$ cat src/hdl/pfm_pkg.sv
// Shared types, codes and helper functions for the pixel FIFO mixer.
`timescale 1ns / 1ps

package pfm_pkg;

   // Pixels carried by one row transaction and bits per pixel color.
   localparam int ROW_PIXELS = 8;
   localparam int COLOR_W    = 2;
   localparam int ROW_W      = ROW_PIXELS * COLOR_W;

   // Sprite flag bits kept in every slot.
   localparam int FLAG_PRESENT = 1;
   localparam int FLAG_BEHIND  = 0;

   // Operation codes of the request channel.
   typedef enum logic [1:0] {
      ACT_PUSH_BG     = 2'd0,
      ACT_PUSH_SPRITE = 2'd1,
      ACT_POP         = 2'd2,
      ACT_CLEAR       = 2'd3
   } action_type;

   // Configuration register indexes.
   typedef enum logic [1:0] {
      CSR_BG_PAL   = 2'd0,
      CSR_SPR_PAL0 = 2'd1,
      CSR_SPR_PAL1 = 2'd2,
      CSR_UNUSED   = 2'd3
   } csr_index_type;

   // Contents of one FIFO slot.
   typedef struct packed {
      logic [COLOR_W-1:0] bg_color;
      logic [COLOR_W-1:0] spr_color;
      logic               spr_pal;
      logic [1:0]         spr_flags;
   } slot_type;

   // Per-transaction control broadcast to every slot.
   typedef struct packed {
      logic             do_pop;
      logic             do_clear;
      logic             do_bg;
      logic             do_spr;
      logic [ROW_W-1:0] row;
      logic [ROW_W-1:0] spr_row;
      logic [2:0]       spr_skip;
      logic [3:0]       spr_count;
      logic [1:0]       spr_flags;
      logic             spr_pal;
   } slot_ctrl_type;

   // Color of pixel idx in a row; pixel 0 sits in the top bits.
   function automatic logic [COLOR_W-1:0] pixel_at(input logic [ROW_W-1:0] row,
                                                   input logic [2:0] idx);
      logic [2:0] pos;
      pos = 3'(ROW_PIXELS - 1) - idx;
      return row[pos*COLOR_W +: COLOR_W];
   endfunction

   // Shade of a color looked up in a four-entry palette.
   function automatic logic [1:0] shade_of(input logic [7:0] pal,
                                           input logic [COLOR_W-1:0] color);
      return pal[color*2 +: 2];
   endfunction

endpackage

$ cat src/hdl/pfm_slot.sv
// One FIFO slot cell: holds a pixel and takes its neighbor's pixel on a pop.
`timescale 1ns / 1ps

module pfm_slot #(
   parameter int SLOT_INDEX = 0,
   parameter int FILL_W     = 5
) (
   input  logic                  clock,
   input  logic                  reset,
   input  logic                  step,
   input  pfm_pkg::slot_ctrl_type ctrl,
   input  logic [FILL_W-1:0]     fill_count,
   input  pfm_pkg::slot_type     next_slot,
   output pfm_pkg::slot_type     slot
);

   localparam logic [FILL_W:0] IDX = (FILL_W+1)'(SLOT_INDEX);

   pfm_pkg::slot_type slot_ff;
   pfm_pkg::slot_type slot_in;
   logic [FILL_W:0]   bg_off;
   logic [2:0]        spr_src;
   logic              spr_hit;
   logic              spr_free;

   // Position of this slot relative to the background write point.
   assign bg_off  = IDX - {1'b0, fill_count};
   assign spr_src = ctrl.spr_skip + 3'(SLOT_INDEX);
   assign spr_hit = (SLOT_INDEX < pfm_pkg::ROW_PIXELS) &&
                    ({1'b0, IDX} < (FILL_W+2)'(ctrl.spr_count));
   assign spr_free = !slot_ff.spr_flags[pfm_pkg::FLAG_PRESENT] ||
                     (slot_ff.spr_color == '0);

   // Next slot contents for the operation in flight.
   always_comb begin
      slot_in = slot_ff;
      if (ctrl.do_clear) begin
         slot_in = '0;
      end else if (ctrl.do_pop) begin
         slot_in = next_slot;
      end else if (ctrl.do_bg) begin
         if (IDX >= {1'b0, fill_count}) begin
            if (bg_off < (FILL_W+1)'(pfm_pkg::ROW_PIXELS)) begin
               slot_in.bg_color = pfm_pkg::pixel_at(ctrl.row, bg_off[2:0]);
            end else begin
               slot_in.bg_color = '0;
            end
         end
      end else if (ctrl.do_spr) begin
         if (spr_hit && spr_free) begin
            slot_in.spr_color = pfm_pkg::pixel_at(ctrl.spr_row, spr_src);
            slot_in.spr_flags = ctrl.spr_flags;
            slot_in.spr_pal   = ctrl.spr_pal;
         end
      end
   end

   always_ff @(posedge clock) begin
      if (reset) begin
         slot_ff <= '0;
      end else if (step) begin
         slot_ff <= slot_in;
      end
   end

   assign slot = slot_ff;

endmodule

$ cat src/hdl/pfm_out.sv
// Pixel mixer and two-entry output buffer of the response channel.
`timescale 1ns / 1ps

module pfm_out (
   input  logic              clock,
   input  logic              reset,
   input  logic              pop,
   input  pfm_pkg::slot_type front,
   input  logic [7:0]        bg_pal,
   input  logic [7:0]        spr_pal0,
   input  logic [7:0]        spr_pal1,
   output logic              full,
   output logic              rsp_valid,
   input  logic              rsp_stall,
   output logic [1:0]        rsp_shade
);

   logic       main_valid_ff, main_valid_in;
   logic [1:0] main_shade_ff, main_shade_in;
   logic       skid_valid_ff, skid_valid_in;
   logic [1:0] skid_shade_ff, skid_shade_in;
   logic [1:0] mix_shade;
   logic       spr_wins;
   logic       take;

   // Sprite beats background unless it is absent, transparent or behind a nonzero background color.
   assign spr_wins = front.spr_flags[pfm_pkg::FLAG_PRESENT] && (front.spr_color != '0) &&
                     !(front.spr_flags[pfm_pkg::FLAG_BEHIND] && (front.bg_color != '0));

   always_comb begin
      if (spr_wins) begin
         mix_shade = pfm_pkg::shade_of(front.spr_pal ? spr_pal1 : spr_pal0, front.spr_color);
      end else begin
         mix_shade = pfm_pkg::shade_of(bg_pal, front.bg_color);
      end
   end

   assign take = main_valid_ff && !rsp_stall;

   // The skid entry catches a pop result while the output register is held.
   always_comb begin
      main_valid_in = main_valid_ff;
      main_shade_in = main_shade_ff;
      skid_valid_in = skid_valid_ff;
      skid_shade_in = skid_shade_ff;
      if (skid_valid_ff) begin
         if (take) begin
            main_shade_in = skid_shade_ff;
            skid_valid_in = 1'b0;
         end
      end else if (pop) begin
         if (!main_valid_ff || take) begin
            main_valid_in = 1'b1;
            main_shade_in = mix_shade;
         end else begin
            skid_valid_in = 1'b1;
            skid_shade_in = mix_shade;
         end
      end else if (take) begin
         main_valid_in = 1'b0;
      end
   end

   always_ff @(posedge clock) begin
      if (reset) begin
         main_valid_ff <= 1'b0;
         skid_valid_ff <= 1'b0;
      end else begin
         main_valid_ff <= main_valid_in;
         skid_valid_ff <= skid_valid_in;
      end
      main_shade_ff <= main_shade_in;
      skid_shade_ff <= skid_shade_in;
   end

   assign full      = skid_valid_ff;
   assign rsp_valid = main_valid_ff;
   assign rsp_shade = main_shade_ff;

endmodule

$ cat src/hdl/pixel_fifo_mixer.sv
// Top level of the pixel FIFO mixer: slot chain, fill counter and palettes.
`timescale 1ns / 1ps
//
// Line pixel FIFO that mixes background and sprite pixels for a display.
// Request channel (req_*): each transaction carries one action: push a
// background row, merge a sprite row into the front slots, pop one pixel,
// or clear. Only a pop produces a response transaction (rsp_shade).
// Configuration (csr_*): three palette registers written with csr_wr_en;
// write them only while no transaction is in flight.
// Throughput: one request transaction every cycle while req_stall is low. The
// slots form a chain of cells that all update together, so each accepted action
// is held in the slot registers in the cycle after it is accepted.
// Response: a pop's shade is registered in the output buffer and appears on
// rsp_shade with rsp_valid high.
// Reset (synchronous): all slots empty, fill count zero, palettes zero.
// Back pressure: a two-entry output buffer absorbs one pop while rsp_stall
// is held; req_stall rises once both entries are full and falls when the
// receiver takes a result.
//
module pixel_fifo_mixer #(
   parameter int QUEUE_SLOTS = 16
) (
   input  logic        clock,
   input  logic        reset,
   input  logic        req_valid,
   output logic        req_stall,
   input  logic [1:0]  req_action,
   input  logic [15:0] req_pixel_row,
   input  logic        req_sprite_behind_bg,
   input  logic        req_sprite_mirror,
   input  logic [7:0]  req_sprite_xpos,
   input  logic        req_sprite_palette_sel,
   output logic        rsp_valid,
   input  logic        rsp_stall,
   output logic [1:0]  rsp_shade,
   input  logic        csr_wr_en,
   input  logic [1:0]  csr_index,
   input  logic [7:0]  csr_wdata
);

   localparam int FILL_W = $clog2(QUEUE_SLOTS + 1);

   pfm_pkg::action_type    action;
   pfm_pkg::slot_ctrl_type ctrl;
   pfm_pkg::slot_type      slots [QUEUE_SLOTS+1];
   logic                   req_accept;
   logic                   out_full;
   logic [FILL_W-1:0]      fill_count_ff, fill_count_in;
   logic [7:0]             bg_pal_ff, spr_pal0_ff, spr_pal1_ff;

   assign action     = pfm_pkg::action_type'(req_action);
   assign req_stall  = out_full;
   assign req_accept = req_valid && !req_stall;

   // Decode the transaction into control shared by all slot cells.
   always_comb begin
      ctrl           = '0;
      ctrl.row       = req_pixel_row;
      ctrl.spr_pal   = req_sprite_palette_sel;
      ctrl.spr_flags = {1'b1, req_sprite_behind_bg};
      for (int k = 0; k < pfm_pkg::ROW_PIXELS; k++) begin
         ctrl.spr_row[k*pfm_pkg::COLOR_W +: pfm_pkg::COLOR_W] = req_sprite_mirror ?
            req_pixel_row[(pfm_pkg::ROW_PIXELS-1-k)*pfm_pkg::COLOR_W +: pfm_pkg::COLOR_W] :
            req_pixel_row[k*pfm_pkg::COLOR_W +: pfm_pkg::COLOR_W];
      end
      // A sprite partly off the left edge keeps only its rightmost pixels.
      if (req_sprite_xpos inside {[8'd1:8'd7]}) begin
         ctrl.spr_count = req_sprite_xpos[3:0];
         ctrl.spr_skip  = 3'(4'(pfm_pkg::ROW_PIXELS) - req_sprite_xpos[3:0]);
      end else begin
         ctrl.spr_count = 4'(pfm_pkg::ROW_PIXELS);
         ctrl.spr_skip  = '0;
      end
      case (action)
         pfm_pkg::ACT_PUSH_BG: begin
            ctrl.do_bg = (fill_count_ff <= FILL_W'(pfm_pkg::ROW_PIXELS));
         end
         pfm_pkg::ACT_PUSH_SPRITE: begin
            ctrl.do_spr = 1'b1;
         end
         pfm_pkg::ACT_POP: begin
            ctrl.do_pop = 1'b1;
         end
         pfm_pkg::ACT_CLEAR: begin
            ctrl.do_clear = 1'b1;
         end
         default: begin
            ctrl.do_clear = 1'b0;
         end
      endcase
   end

   // Chain of slot cells; empty slots enter at the back on a pop.
   assign slots[QUEUE_SLOTS] = '0;

   for (genvar s = 0; s < QUEUE_SLOTS; s++) begin : g_slot
      pfm_slot #(
         .SLOT_INDEX (s),
         .FILL_W     (FILL_W)
      ) u_slot (
         .clock      (clock),
         .reset      (reset),
         .step       (req_accept),
         .ctrl       (ctrl),
         .fill_count (fill_count_ff),
         .next_slot  (slots[s+1]),
         .slot       (slots[s])
      );
   end

   // Count of queued background pixels.
   always_comb begin
      fill_count_in = fill_count_ff;
      if (req_accept) begin
         if (ctrl.do_clear) begin
            fill_count_in = '0;
         end else if (ctrl.do_pop) begin
            if (fill_count_ff != '0) begin
               fill_count_in = fill_count_ff - 1'b1;
            end
         end else if (ctrl.do_bg) begin
            fill_count_in = fill_count_ff + FILL_W'(pfm_pkg::ROW_PIXELS);
         end
      end
   end

   always_ff @(posedge clock) begin
      if (reset) begin
         fill_count_ff <= '0;
      end else begin
         fill_count_ff <= fill_count_in;
      end
   end

   // Palette registers.
   always_ff @(posedge clock) begin
      if (reset) begin
         bg_pal_ff   <= '0;
         spr_pal0_ff <= '0;
         spr_pal1_ff <= '0;
      end else if (csr_wr_en) begin
         case (pfm_pkg::csr_index_type'(csr_index))
            pfm_pkg::CSR_BG_PAL:   bg_pal_ff   <= csr_wdata;
            pfm_pkg::CSR_SPR_PAL0: spr_pal0_ff <= csr_wdata;
            pfm_pkg::CSR_SPR_PAL1: spr_pal1_ff <= csr_wdata;
            default: begin
               bg_pal_ff <= bg_pal_ff;
            end
         endcase
      end
   end

   // Mixing of the front slot and the response buffer.
   pfm_out u_out (
      .clock     (clock),
      .reset     (reset),
      .pop       (req_accept && ctrl.do_pop),
      .front     (slots[0]),
      .bg_pal    (bg_pal_ff),
      .spr_pal0  (spr_pal0_ff),
      .spr_pal1  (spr_pal1_ff),
      .full      (out_full),
      .rsp_valid (rsp_valid),
      .rsp_stall (rsp_stall),
      .rsp_shade (rsp_shade)
   );

   // The fill count never runs past the number of slots.
   a_fill_bound: assert property (@(posedge clock) disable iff (reset)
      fill_count_ff <= FILL_W'(QUEUE_SLOTS))
      else $error("fill count beyond slot count");

   // An accepted pop always shows a result in the next cycle.
   a_pop_result: assert property (@(posedge clock) disable iff (reset)
      (req_accept && action == pfm_pkg::ACT_POP) |=> rsp_valid)
      else $error("pop produced no response");

   // A clear leaves the FIFO empty.
   a_clear_empty: assert property (@(posedge clock) disable iff (reset)
      (req_accept && action == pfm_pkg::ACT_CLEAR) |=>
      (fill_count_ff == '0 && slots[0] == '0))
      else $error("clear left data behind");

   // Requests are held off only while a response is waiting.
   a_stall_cause: assert property (@(posedge clock) disable iff (reset)
      req_stall |-> rsp_valid)
      else $error("request stalled with no pending response");

endmodule
$ cat config.mk
export PLATFORM = sky130hd
export DESIGN_NAME = pixel_fifo_mixer
export DESIGN_NICKNAME = d
export VERILOG_FILES = /design/src/hdl/pfm_pkg.sv /design/src/hdl/pfm_slot.sv /design/src/hdl/pfm_out.sv /design/src/hdl/pixel_fifo_mixer.sv
export SDC_FILE = /design/constraint.sdc
export NUM_CORES = 1
export LEC_CHECK = 0
export ABC_AREA = 1
export BUFFER_PORTS_ARGS = -buffer_cell sky130_fd_sc_hd__buf_4
export CAP_MARGIN = 20
export CORE_MARGIN = 1
export CORE_UTILIZATION = 28
export CTS_BUF_LIST = sky130_fd_sc_hd__clkbuf_4 sky130_fd_sc_hd__clkbuf_8
export CTS_CLUSTER_SIZE = 10
export DETAILED_ROUTE_END_ITERATION = 10
export GPL_TIMING_DRIVEN = 1
export HOLD_SLACK_MARGIN = 0.03
export PLACE_DENSITY = 0.39
export SKIP_LAST_GASP = 1
export SYNTH_ARGS = -nofsm -noshare
export SYNTH_HDL_FRONTEND = slang
export SYNTH_SLANG_ARGS = --single-unit
$ cat constraint.sdc
create_clock -name clock -period 4.8 [get_ports clock]
set_clock_uncertainty 0.15 [all_clocks]
set_input_delay 0.48 -clock clock [delete_from_list [all_inputs] [get_ports clock]]
set_output_delay 0.48 -clock clock [all_outputs]
set_load 0.01 [all_outputs]
==> metrics <==
relative slew slack=0.405; mapped cell area=7520 µm²; Slew Viols, Final=0; Fin Setup TNS=0 ns; Max Clock Freq=297 MHz; post-CTS setup buffer count=0; EDFF count, synth=4; WP data required=4.98 ns; global-route wire length before repair=41300 µm; Finished Layout Cells=1513; Via density=5.06; htree depth=4; worst hold path depth=3; maximum buffer depth of the clock tree=2; Rows=59; CTS buffer count=17; total gr overflow=0; Crit Path Class=flop to flop; effective utilization at floorplan=0.287; DR vias=7649; die width=166 µm; asr flop ratio synth=0; Worst Hold Slack=0.126 ns; P per Cell Area=318 nW/µm²; synth-to-layout area growth=12.3%; HP Class=input pin to flop; Diodes inserted=0; Ys Warns=0; worst-path fanout max=17; Post-Syn Nets=1212; die height=166 µm; Worst-path clk slew=0.08 ns; Port-buffer cells=47; Mean Syn Cell Area=6.57 µm²; Routed WL per cell=16.9 µm; fin crit share=0.702; clock network latency to the later pin of the worst-skew pair=0.45 ns; GRT Util Overall=0.190; critical path launch point type=flop; CTS sink cnt=114; Fin. Hold Viols=0; CTS tree=done; Reg2Reg Setup Slack=1.43 ns; Final Net Count=1231; Final min period=3.37 ns; unrepaired setup endpoints after global routing=false; failing checks=design-rule violations; leakage dissipation=3.55 nW; HPWL Detailed=18900 µm; global placer's final weighted congestion=0.863; Post-CTS Hold Buffers=0; R2R depth=12; fraction of layout cells with a size suffix above 1=0.120; commonest cells after routing, fill and taps aside=nand2_1 (251), o21ai_0 (166), dfxtp_1 (110); drt pass-1 iters=8; # IOs=48; WL final=25500 µm; DP Cell Count=1481; Main synth FF type=dfxtp_1; post-synth cell types=41; drt drc=1; # setup viols final=0; outcome=complete, but fails checks; pin count of the biggest net entering global routing=63; Worst-Margin Slew=0.892 ns; CTS resizes=0; maximum vdd drop=118 µV; core footprint=26200 µm²; Routed Antenna Nets=0; post-route cell area=8450 µm²; die area=27500 µm²; DR iter-0 viols=551; sequential-to-total area share from yosys stat=0.309; clock root buffer=clkbuf_8; post-layout util=0.323; worst path arrival time=3.55 ns; register bit total from synthesis=114; Post-Syn Instances=1146; max-cap viol count=0; most common cell after layout, fill and taps aside=nand2_1; crit end category=flop; Area after DPL=8050 µm²; antenna violations before repair=0; vias in the first global route=7386
synth_stat cells (3+ instances only):
| cell | n | area (µm²) |
|---|---|---|
| nor2_2 | 9 | 56.3 |
| xor2_1 | 10 | 87.6 |
| a31oi_1 | 35 | 219 |
| nor2_4 | 11 | 124 |
| o211ai_1 | 8 | 60.1 |
| buf_2 | 18 | 90.1 |
| nor2_1 | 73 | 274 |
| o21ai_0 | 166 | 831 |
| nand2_2 | 18 | 113 |
| buf_4 | 5 | 37.5 |
| o21ai_1 | 6 | 30.0 |
| mux2i_1 | 9 | 90.1 |
| a211oi_1 | 5 | 37.5 |
| nand2_1 | 251 | 942 |
| nor3_1 | 9 | 45.0 |
| inv_1 | 96 | 360 |
| nor4_1 | 6 | 37.5 |
| a22oi_1 | 8 | 60.1 |
| nand4_1 | 9 | 56.3 |
| dfxtp_1 | 110 | 2200 |
| edfxtp_1 | 4 | 120 |
| o21a_1 | 3 | 22.5 |
| clkbuf_1 | 22 | 82.6 |
| ha_1 | 22 | 275 |
| nand3_1 | 102 | 510 |
| buf_6 | 6 | 67.6 |
| a21oi_1 | 98 | 490 |
| inv_2 | 11 | 41.3 |
kinds of logic after synthesis:
kind of cell             count (synthesis)  share of synthesized area
flip-flops                             114                      0.309
adder cells (fa/ha/maj)                 22                     0.0366
XOR/XNOR                                11                     0.0138
buffers and inverters                  161                     0.0933
AO/OA/AOI/OAI                          336                      0.242
AND/OR/NAND/NOR                        493                      0.294
multiplexers                             9                     0.0120
state kept, by name, indices dropped and copies added, names as in the netlist:
register / cells
spr_pal0_ff: 8
u_out.skid_shade_ff: 2
fill_count_ff: 5
u_out.rsp_valid: 1
u_out.full: 1
u_out.rsp_shade: 2
spr_pal1_ff: 8
bg_pal_ff: 8
g_slot.u_slot.slot: 79
through the flow:
step | total power [mW] | worst slack (ns)
floorplan | 1.53 | 2.19
global placement | 1.75 | 1.42
detailed placement | 1.74 | 1.44
CTS | 2.72 | 1.43
global route | 2.86 | 1.18
finish | 2.69 | 1.43
metal layers:
metal  vias to the layer above  GRT usage  part of all wire
met5                         -          0                 0
met4                         0     0.0573             0.021
met3                        25     0.0293             0.031
met2                       145      0.319              0.47
met1                      3548      0.251              0.47
li1                       3931          -                 -
report_power, final:
| group | internal [mW] | switching (mW) |
|---|---|---|
| logic | 0.207 | 0.437 |
| clock network | 0.477 | 0.488 |
| registers | 1.02 | 0.0550 |
area by class of cell:
class	instances	area (µm²)
multi-input combinational	871	4510
fill	2899	17800
inverter	109	409
clock inverter	15	171
tap	335	419
clock buffer	17	234
timing repair buffer	52	390
sequential	114	2320
final timing paths:
kind | from | endpoint
hold / removal | csr_wdata[0] | spr_pal0_ff[0]
setup / recovery | fill_count_ff[2] | g_slot[4].u_slot.slot[5]
setup reg to reg | fill_count_ff[2] | g_slot[4].u_slot.slot[5]
hold reg to reg | g_slot[14].u_slot.slot[0] | g_slot[14].u_slot.slot[0]
worst max-delay path: stages, from the launching register on:
cell,delay [ns]
dfxtp_1,0.73
clkinv_1,0.49
ha_1,0.36
inv_1,0.13
nor2_4,0.06
a21oi_1,0.19
o21ai_2,0.10
nand2_2,0.51
nor2_2,0.11
inv_1,0.12
nand2_1,0.09
o21ai_0,0.16
a21oi_1,0.06
Power figures use the tool's default switching activity.
